### config.mk
export PLATFORM = sky130hd
export DESIGN_NAME = deque_with_delete_by_value
export DESIGN_NICKNAME = d
export VERILOG_FILES = /design/src/design/dqd_pkg.sv /design/src/design/dqd_ram.sv /design/src/design/deque_with_delete_by_value.sv
export SDC_FILE = /design/constraint.sdc
export NUM_CORES = 1
export LEC_CHECK = 0
export BUFFER_PORTS_ARGS = -buffer_cell sky130_fd_sc_hd__buf_4
export CAP_MARGIN = 20
export CORE_UTILIZATION = 55
export DETAILED_ROUTE_END_ITERATION = 7
export HOLD_SLACK_MARGIN = 0.1
export PLACE_DENSITY = 0.72
export SLEW_MARGIN = 10
export SYNTH_ARGS = -nofsm -noshare
export SYNTH_HDL_FRONTEND = slang
export SYNTH_HIERARCHICAL = 1
export SYNTH_SLANG_ARGS = --single-unit
### constraint.sdc
create_clock -name clock -period 7.23 [get_ports clock]
set_clock_uncertainty 0.2 [all_clocks]
set_input_delay 1.0845 -clock clock [delete_from_list [all_inputs] [get_ports clock]]
set_output_delay 1.0845 -clock clock [all_outputs]
set_load 0.03 [all_outputs]
### src/design/dqd_pkg.sv
// ----------------------------------------------------------------------------
// dqd_pkg
// Shared widths, status codes and defaults for the deque with delete by value.
// ----------------------------------------------------------------------------
`default_nettype none

package dqd_pkg;

   localparam int unsigned DEPTH_DEFAULT = 16;

   localparam int unsigned ITEM_W     = 32;
   localparam int unsigned KIND_W     = 2;
   localparam int unsigned STATUS_W   = 3;
   localparam int unsigned LENGTH_W   = 5;
   localparam int unsigned RSP_DATA_W = 40;

   localparam logic [STATUS_W-1:0] ST_OK       = 3'd0;
   localparam logic [STATUS_W-1:0] ST_NULL     = 3'd1;
   localparam logic [STATUS_W-1:0] ST_EMPTY    = 3'd2;
   localparam logic [STATUS_W-1:0] ST_FULL     = 3'd3;
   localparam logic [STATUS_W-1:0] ST_NOTFOUND = 3'd4;

   typedef enum logic [KIND_W-1:0] {
      REQ_PREPEND = 2'd0,
      REQ_APPEND  = 2'd1,
      REQ_DEQUEUE = 2'd2,
      REQ_DELETE  = 2'd3
   } req_kind_type;

endpackage

`default_nettype wire

### src/design/dqd_ram.sv
// ----------------------------------------------------------------------------
// dqd_ram
// Entry store: one write port, one read port with a registered read.
// ----------------------------------------------------------------------------
`default_nettype none

module dqd_ram #(
   parameter int unsigned DEPTH = dqd_pkg::DEPTH_DEFAULT,
   parameter int unsigned WIDTH = dqd_pkg::ITEM_W
) (
   input  logic                     clock,
   input  logic                     wr_en,
   input  logic [$clog2(DEPTH)-1:0] wr_addr,
   input  logic [WIDTH-1:0]         wr_data,
   input  logic                     rd_en,
   input  logic [$clog2(DEPTH)-1:0] rd_addr,
   output logic [WIDTH-1:0]         rd_data
);

   logic [WIDTH-1:0] mem [DEPTH];
   logic [WIDTH-1:0] rd_data_ff;

   always_ff @(posedge clock) begin
      if (wr_en) begin
         mem[wr_addr] <= wr_data;
      end
   end

   always_ff @(posedge clock) begin
      if (rd_en) begin
         rd_data_ff <= mem[rd_addr];
      end
   end

   assign rd_data = rd_data_ff;

endmodule

`default_nettype wire

### src/design/deque_with_delete_by_value.sv
// ----------------------------------------------------------------------------
// deque_with_delete_by_value
// Bounded deque of nonzero handles held in a circular buffer in one memory.
// ----------------------------------------------------------------------------
// Requests arrive on the req_ stream: req_tuser carries the kind (prepend,
// append, dequeue head, delete first match), req_tdata the handle. Each
// request gives one result on the rsp_ stream: rsp_tuser carries the status,
// rsp_tdata the dequeued handle and the length held afterwards.
// Path from request transfer to result valid, with a free output register:
//   prepend, append, and any rejected or empty request: result written
//   directly into it; dequeue: one memory read of the head, then the result;
//   delete: one compare per entry up to the match, then the gap is closed;
//   the memory port does one compare or one gap-closing move per cycle.
// One request is in work at a time; the next is taken as soon as the current
// result has been handed to the output register, even while that result still
// waits for rsp_tready. When the receiver stalls and a second result is done,
// it is held and req_tready stays low until the output register frees.
// Reset empties the queue (pointers only) and drops any pending result; the
// memory is not cleared, since only written entries are ever read.
// ----------------------------------------------------------------------------
`default_nettype none

module deque_with_delete_by_value #(
   parameter int unsigned DEPTH = dqd_pkg::DEPTH_DEFAULT
) (
   input  logic                            clock,
   input  logic                            reset,
   input  logic                            req_tvalid,
   output logic                            req_tready,
   input  logic [dqd_pkg::ITEM_W-1:0]      req_tdata,   // [31:0] item_value
   input  logic [dqd_pkg::KIND_W-1:0]      req_tuser,   // [1:0] req_type
   output logic                            rsp_tvalid,
   input  logic                            rsp_tready,
   output logic [dqd_pkg::RSP_DATA_W-1:0]  rsp_tdata,   // [31:0] out_item, [36:32] length
   output logic [dqd_pkg::STATUS_W-1:0]    rsp_tuser    // [2:0] status
);

   import dqd_pkg::*;

   localparam int unsigned AW  = $clog2(DEPTH);
   localparam int unsigned CW  = $clog2(DEPTH + 1);
   localparam int unsigned PAD = RSP_DATA_W - ITEM_W - LENGTH_W;

   typedef enum logic [2:0] {
      S_IDLE,
      S_DEQ,
      S_CMP,
      S_SHIFT,
      S_WAIT
   } state_type;

   typedef struct packed {
      logic [STATUS_W-1:0] status;
      logic [ITEM_W-1:0]   item;
      logic [LENGTH_W-1:0] length;
   } result_type;

   function automatic logic [AW-1:0] wrap_add(logic [AW-1:0] base, logic [CW-1:0] off);
      logic [AW+1:0] sum;
      sum = {2'b00, base} + (AW+2)'(off);
      if (sum >= (AW+2)'(DEPTH)) begin
         sum = sum - (AW+2)'(DEPTH);
      end
      return sum[AW-1:0];
   endfunction

   state_type        state_ff, state_in;
   logic [AW-1:0]    head_ff, head_in;
   logic [CW-1:0]    count_ff, count_in;
   logic [CW-1:0]    idx_ff, idx_in;
   logic [ITEM_W-1:0] key_ff, key_in;
   result_type       res_ff, res_in;
   result_type       rsp_ff, rsp_in;
   logic             rsp_valid_ff, rsp_valid_in;

   logic              accept;
   req_kind_type      kind;
   logic              slot_free;
   logic [AW-1:0]     head_dec;
   logic [CW-1:0]     idx_nx;
   logic [CW-1:0]     count_m1;
   logic              fin;
   logic [STATUS_W-1:0] fin_status;
   logic [ITEM_W-1:0] fin_item;
   logic [CW+LENGTH_W-1:0] len_ext;
   result_type        fin_res;

   logic              wr_en, rd_en;
   logic [AW-1:0]     wr_addr, rd_addr;
   logic [ITEM_W-1:0] wr_data, rd_data;

   dqd_ram #(
      .DEPTH (DEPTH),
      .WIDTH (ITEM_W)
   ) u_ram (
      .clock   (clock),
      .wr_en   (wr_en),
      .wr_addr (wr_addr),
      .wr_data (wr_data),
      .rd_en   (rd_en),
      .rd_addr (rd_addr),
      .rd_data (rd_data)
   );

   assign req_tready = (state_ff == S_IDLE);
   assign accept     = req_tvalid & req_tready;
   assign kind       = req_kind_type'(req_tuser);
   assign slot_free  = !rsp_valid_ff || rsp_tready;
   assign head_dec   = (head_ff == '0) ? AW'(DEPTH - 1) : head_ff - AW'(1);
   assign idx_nx     = idx_ff + CW'(1);
   assign count_m1   = count_ff - CW'(1);

   always_comb begin
      state_in     = state_ff;
      head_in      = head_ff;
      count_in     = count_ff;
      idx_in       = idx_ff;
      key_in       = key_ff;
      res_in       = res_ff;
      rsp_in       = rsp_ff;
      rsp_valid_in = rsp_valid_ff && !rsp_tready;
      rd_en        = 1'b0;
      rd_addr      = head_ff;
      wr_en        = 1'b0;
      wr_addr      = head_ff;
      wr_data      = req_tdata;
      fin          = 1'b0;
      fin_status   = ST_OK;
      fin_item     = '0;

      unique case (state_ff)
         S_IDLE: begin
            if (accept) begin
               unique case (kind)
                  REQ_DEQUEUE: begin
                     if (count_ff == '0) begin
                        fin        = 1'b1;
                        fin_status = ST_EMPTY;
                     end else begin
                        rd_en    = 1'b1;
                        rd_addr  = head_ff;
                        head_in  = wrap_add(head_ff, CW'(1));
                        count_in = count_m1;
                        state_in = S_DEQ;
                     end
                  end
                  REQ_DELETE: begin
                     if (req_tdata == '0) begin
                        fin        = 1'b1;
                        fin_status = ST_NULL;
                     end else if (count_ff == '0) begin
                        fin        = 1'b1;
                        fin_status = ST_NOTFOUND;
                     end else begin
                        rd_en    = 1'b1;
                        rd_addr  = head_ff;
                        key_in   = req_tdata;
                        idx_in   = '0;
                        state_in = S_CMP;
                     end
                  end
                  REQ_PREPEND, REQ_APPEND: begin
                     fin = 1'b1;
                     if (req_tdata == '0) begin
                        fin_status = ST_NULL;
                     end else if (count_ff == CW'(DEPTH)) begin
                        fin_status = ST_FULL;
                     end else begin
                        wr_en    = 1'b1;
                        count_in = count_ff + CW'(1);
                        if (kind == REQ_PREPEND) begin
                           wr_addr = head_dec;
                           head_in = head_dec;
                        end else begin
                           wr_addr = wrap_add(head_ff, count_ff);
                        end
                     end
                  end
               endcase
            end
         end
         S_DEQ: begin
            fin      = 1'b1;
            fin_item = rd_data;
         end
         S_CMP: begin
            if (rd_data == key_ff) begin
               if (idx_nx < count_ff) begin
                  rd_en    = 1'b1;
                  rd_addr  = wrap_add(head_ff, idx_nx);
                  state_in = S_SHIFT;
               end else begin
                  fin      = 1'b1;
                  count_in = count_m1;
               end
            end else if (idx_nx < count_ff) begin
               rd_en   = 1'b1;
               rd_addr = wrap_add(head_ff, idx_nx);
               idx_in  = idx_nx;
            end else begin
               fin        = 1'b1;
               fin_status = ST_NOTFOUND;
            end
         end
         S_SHIFT: begin
            // move the entry after the gap one place toward the head
            wr_en   = 1'b1;
            wr_addr = wrap_add(head_ff, idx_ff);
            wr_data = rd_data;
            idx_in  = idx_nx;
            if (idx_nx < count_m1) begin
               rd_en   = 1'b1;
               rd_addr = wrap_add(head_ff, idx_nx + CW'(1));
            end else begin
               fin      = 1'b1;
               count_in = count_m1;
            end
         end
         S_WAIT: begin
            if (slot_free) begin
               rsp_valid_in = 1'b1;
               rsp_in       = res_ff;
               state_in     = S_IDLE;
            end
         end
         default: begin
            state_in = S_IDLE;
         end
      endcase

      len_ext = {LENGTH_W'(0), count_in};
      fin_res = '{status: fin_status, item: fin_item, length: len_ext[LENGTH_W-1:0]};

      if (fin) begin
         if (slot_free) begin
            rsp_valid_in = 1'b1;
            rsp_in       = fin_res;
            state_in     = S_IDLE;
         end else begin
            res_in   = fin_res;
            state_in = S_WAIT;
         end
      end
   end

   always_ff @(posedge clock) begin
      if (reset) begin
         state_ff     <= S_IDLE;
         head_ff      <= '0;
         count_ff     <= '0;
         rsp_valid_ff <= 1'b0;
      end else begin
         state_ff     <= state_in;
         head_ff      <= head_in;
         count_ff     <= count_in;
         rsp_valid_ff <= rsp_valid_in;
      end
   end

   always_ff @(posedge clock) begin
      idx_ff <= idx_in;
      key_ff <= key_in;
      res_ff <= res_in;
      rsp_ff <= rsp_in;
   end

   assign rsp_tvalid = rsp_valid_ff;
   assign rsp_tdata  = {PAD'(0), rsp_ff.length, rsp_ff.item};
   assign rsp_tuser  = rsp_ff.status;

endmodule

`default_nettype wire

==> impl_metrics.csv <==
group,metric,value,unit
route,drc,0,
route,routedWlPerCell,26.09,um
min_path,min_path_type,"flip-flop to flip-flop",
route,detailed_route_iter0_violations,1665,
clock_network,clock-sinks,674,
setup_path,worst_setup_path_start_kind,"flip-flop",
setup_path,launch_point_of_the_critical_path,"idx_ff[0]$_SDFFCE_PP0P_",
route,route.antenna.remaining_nets,0,
clock_network,h_tree_level_count,3,
clock_network,cts_inserted_buffers,68,
route,detail_route.first_pass.iterations,5,
clock_network,clk_buf_depth,3,
floorplanning,initial_utilization,55.82,%
power,pwr_density_cell,302.0,mW/mm2
timing,final-setup-viol-count,0,
synth,mappedNetlistArea,0.02738,mm2
finish,multi_input_area,0.007372,mm2
placed_design,finalWeightedCongestion,0.9303,
power,power.total,9.383,mW
timing,slew_viol_final,0,
timing,final.period_utilization,77.97,%
setup_path,reg2reg_setup_slack,1.59,ns
placed_design,place.detailed.instances,2277,
timing,final.setup.tns,0,ns
synth,syn_inst,1584,
flow_run,timing.max_cap.violations,0,
synth,synth-async-reset-ratio,0,%
power,p_leak,10.37,nW
clock_network,post_cts.repair.setup_buffers,0,
clock_network,cts_resized,0,
route,drt-vias-per-instance,6.177,
floorplanning,num_io_pins,83,
setup_path,crit_cells,14,
route,vias,14840,
finish,fillerInstances,3433,
setup_path,critPathArrivalTime,5.76,ns
synth,yosys_warning_count,6,
synth,post_synthesis_register_bit_count,674,
clock_network,root_buffer,"clkbuf_16",
floorplanning,core_area,0.04905,mm2
placed_design,io_buffers,79,
setup_path,worstReg2RegStart,"idx_ff[0]$_SDFFCE_PP0P_",
global_route,globalRouteTotalUtil,25.33,%
global_route,antenna_violations_before_repair,2,
setup_path,timing.critical_path.to,"u_ram/rd_data[22]$_DFFE_PP_",
clock_network,cts-hold-fix-buffers,0,
global_route,congestion_overflow_gr,0,
synth,synthesis.area_per_instance,17.29,um2
setup_path,cp_data_required_time,7.35,ns
setup_path,cp_max_fo,79,
clock_network,clock_insertion_delay_at_the_later_pin_of_the_skew_report,0.60,ns
clock_network,clk_pin_slew_worst_paths,0.06,ns
timing,worst_slew_pin_slew,1.141,ns
run_status,status,"complete, no violations",
setup_path,timing.reg2reg.worst_path_depth,14,
timing,grt_setup_unrepaired,"no",
finish,ff_latch_area,0.01971,mm2
timing,number_of_failing_hold_endpoints_at_the_final_stage,0,
global_route,first_global_vias,14720,
setup_path,worst_r2r_endpoint,"u_ram/rd_data[22]$_DFFE_PP_",
global_route,grt_start_max_net_pins,80,
setup_path,cp.buffers_inverters,2,
setup_path,category_of_the_most_critical_setup_path,"flip-flop to flip-flop",
floorplanning,fp.dieArea,0.05068,mm2
synth,synth-main-ff-cell,"edfxtp_1",
setup_path,setup_crit_end_kind,"flip-flop",
placed_design,hpwl,39790,um
finish,layout.nets,1752,
power,vdd_drop_max,0.0001511,V
finish,stdcell_count,2403,
setup_path,cpPeakStageDelay,0.75,ns
floorplanning,core.rowCount,81,
synth,ys_types,66,
floorplanning,chipHeight,225.1,um
timing,fmax,177.4,MHz
timing,final_period_minus_worst_setup_slack,5.637,ns
route,totalWireLength,62680,um
timing,max-slew-margin-rel,23.73,%
setup_path,critical_path.top_delay_family,"compound AO/OA/AOI/OAI gates",
setup_path,cp_cell_sequence,"ha_1 > xnor2_1 > inv_1 > ha_1 > a21o_1 > a21oi_1 > nand2_1 > nor3_1 > mux2i_1 > o21ai_4 > buf_12 > mux4_2 > a22oi_1 > nand2_1",
synth,number_of_synthesized_flops_with_an_enable_pin,621,
finish,drive_gt1_share,22.09,%
finish,syn2layout_area_growth,13.47,%
synth,yosysSeqAreaShare,71.98,%
clock_network,cts_tree,"yes",
global_route,grt_pass1_wl,93350,um
setup_path,worst_path_max_delay_cell,"nor3_1",
finish,utilization,63.34,%
floorplanning,chipWidth,225.1,um
## cells by family (layout without fill, tap and decap cells)
group,after synthesis,after routing,synth area share [%]
other,1,4,0.01370
AO/OA/AOI/OAI,206,206,5.031
buffers and inverters,104,256,1.864
adder cells (fa/ha/maj),31,31,1.526
multiplexers,164,164,11.84
AND/OR/NAND/NOR,349,349,5.977
XOR/XNOR,55,55,1.759
flip-flops,674,674,71.98
## flip-flops by register name, indices dropped and copies added, names as in the netlist
name	cells
key_ff	32
rsp_tvalid	1
u_ram/rd_data	32
res_ff	40
rsp_tuser	3
u_ram/mem	512
state_ff	3
count_ff	5
rsp_tdata	37
head_ff	4
idx_ff	5
## synthesized netlist by cell type, types with 2 or more instances
cell         n  area, um2
o21ai_1     39      195.2
xor2_1       6      52.55
o21a_1       2      15.01
a311o_1      2      20.02
a21boi_0     2      15.01
fa_1         4      80.08
nand3_1     12      60.06
a22o_1       2      17.52
nor3_1      15      75.07
nand3b_1     4      30.03
o221ai_1     3      26.28
mux4_2     128       2883
a21o_1       7      52.55
a31oi_1      5      31.28
nor3b_1      3      22.52
o2111ai_1    3      26.28
dfxtp_1     53       1061
buf_2       12      60.06
o22ai_1      6      37.54
nor4b_1      2      17.52
buf_4       16      120.1
nor4_1      11      68.82
o21ai_0     17      85.08
nor2b_1      5      31.28
nand2_2      2      12.51
a21oi_1     24      120.1
edfxtp_1   621      18650
and2_1      35      219.0
inv_1       22      82.58
a22oi_1     67      503.0
buf_1       12      45.04
clkbuf_1    36      135.1
nor2_1      42      157.7
ha_1        27      337.8
nand2b_1     4      25.02
nor3b_2      2      25.02
xnor2_1     49      429.2
nand2_1    191      716.9
buf_6        6      67.56
a211oi_1     5      37.54
o211ai_1     7      52.55
mux2i_1     36      360.4
o31ai_1      3      22.52
nand4_1     12      75.07
## power by group
| part | switching (mW) | internal (mW) |
|---|---|---|
| Sequential | 0.119 | 4.47 |
| Clock | 1.45 | 2.00 |
| Combinational | 0.837 | 0.506 |
## worst min-delay path by stage
| stage | from | end | slack (ns) | depth (start not counted) |
|---|---|---|---|---|
| after CTS | res_ff[31]$_DFFE_PP_ | rsp_tdata[26]$_DFF_P_ | 0.31 | 2 |
| after floorplan | res_ff[5]$_DFFE_PP_ | rsp_tdata[0]$_DFF_P_ | 0.28 | 2 |
| after global routing | res_ff[31]$_DFFE_PP_ | rsp_tdata[26]$_DFF_P_ | 0.33 | 2 |
| after detailed placement | res_ff[23]$_DFFE_PP_ | rsp_tdata[18]$_DFF_P_ | 0.30 | 2 |
| final | res_ff[31]$_DFFE_PP_ | rsp_tdata[26]$_DFF_P_ | 0.31 | 2 |
| after global placement | res_ff[36]$_DFFE_PP_ | rsp_tdata[31]$_DFF_P_ | 0.29 | 2 |
## metrics by stage
stage / setup WS [ns] / hold slack [ns] / cell area (um2)
floorplan: 1.460 / 0.2816 / 27390
global placement: 1.433 / 0.2890 / 28860
detailed placement: 1.214 / 0.2995 / 28860
CTS: 1.708 / 0.3076 / 31070
global route: 1.310 / 0.3296 / 31070
finish: 1.593 / 0.3067 / 31070
## worst reg2reg max path, delay by kind of cell, from the launching register on
kind                       cells  cell delay, ns
and+or+nand+nor                3            1.02
buffers and inverters          2            0.74
AOI/OAI and AO/OA              4            1.10
xor gates and xnor gates       1            0.35
adders and majority gates      2            0.50
muxes                          2            0.94
DFF                            1            0.52
## layout by cell type, fill, tap and decap left out, drive strengths merged, types with 5 or more instances in the layout
cell type,Yosys,routed
a211oi,6,6
nor2,43,43
nand3,12,12
mux2i,36,36
buf,46,109
ha,27,27
a21oi,25,25
nand2,194,194
xor2,6,6
clkinv,0,28
nand4,12,12
mux4,128,128
a31oi,6,6
o22ai,6,6
nor3,15,15
a22oi,67,67
nor4,11,11
o211ai,7,7
edfxtp,621,621
a21o,7,7
dfxtp,53,53
clkbuf,36,90
o21ai,56,56
nor3b,5,5
xnor2,49,49
inv,22,24
and2,35,35
nor2b,5,5
## routing by layer
layer | vias to the layer above | global-route usage [%] | share of wire [%]
li1 | 6438 | - | -
met1 | 7584 | 36.86 | 42
met2 | 697 | 37.87 | 46
met3 | 123 | 5.489 | 9.3
met4 | 2 | 9.436 | 3.1
met5 | - | 0 | 0.021
## area by class of cell
| type | count | area share, % |
|---|---|---|
| clock buffers | 90 | 6.077 |
| well taps | 664 | 2.674 |
| clock inverters | 35 | 1.015 |
| inverters | 22 | 0.2658 |
| diodes | 1 | 0.008054 |
| multi-input cells | 808 | 23.73 |
| flip-flops and latches | 674 | 63.44 |
| repair buffers | 109 | 2.795 |
Note: power is estimated with default switching activity, not from simulation.
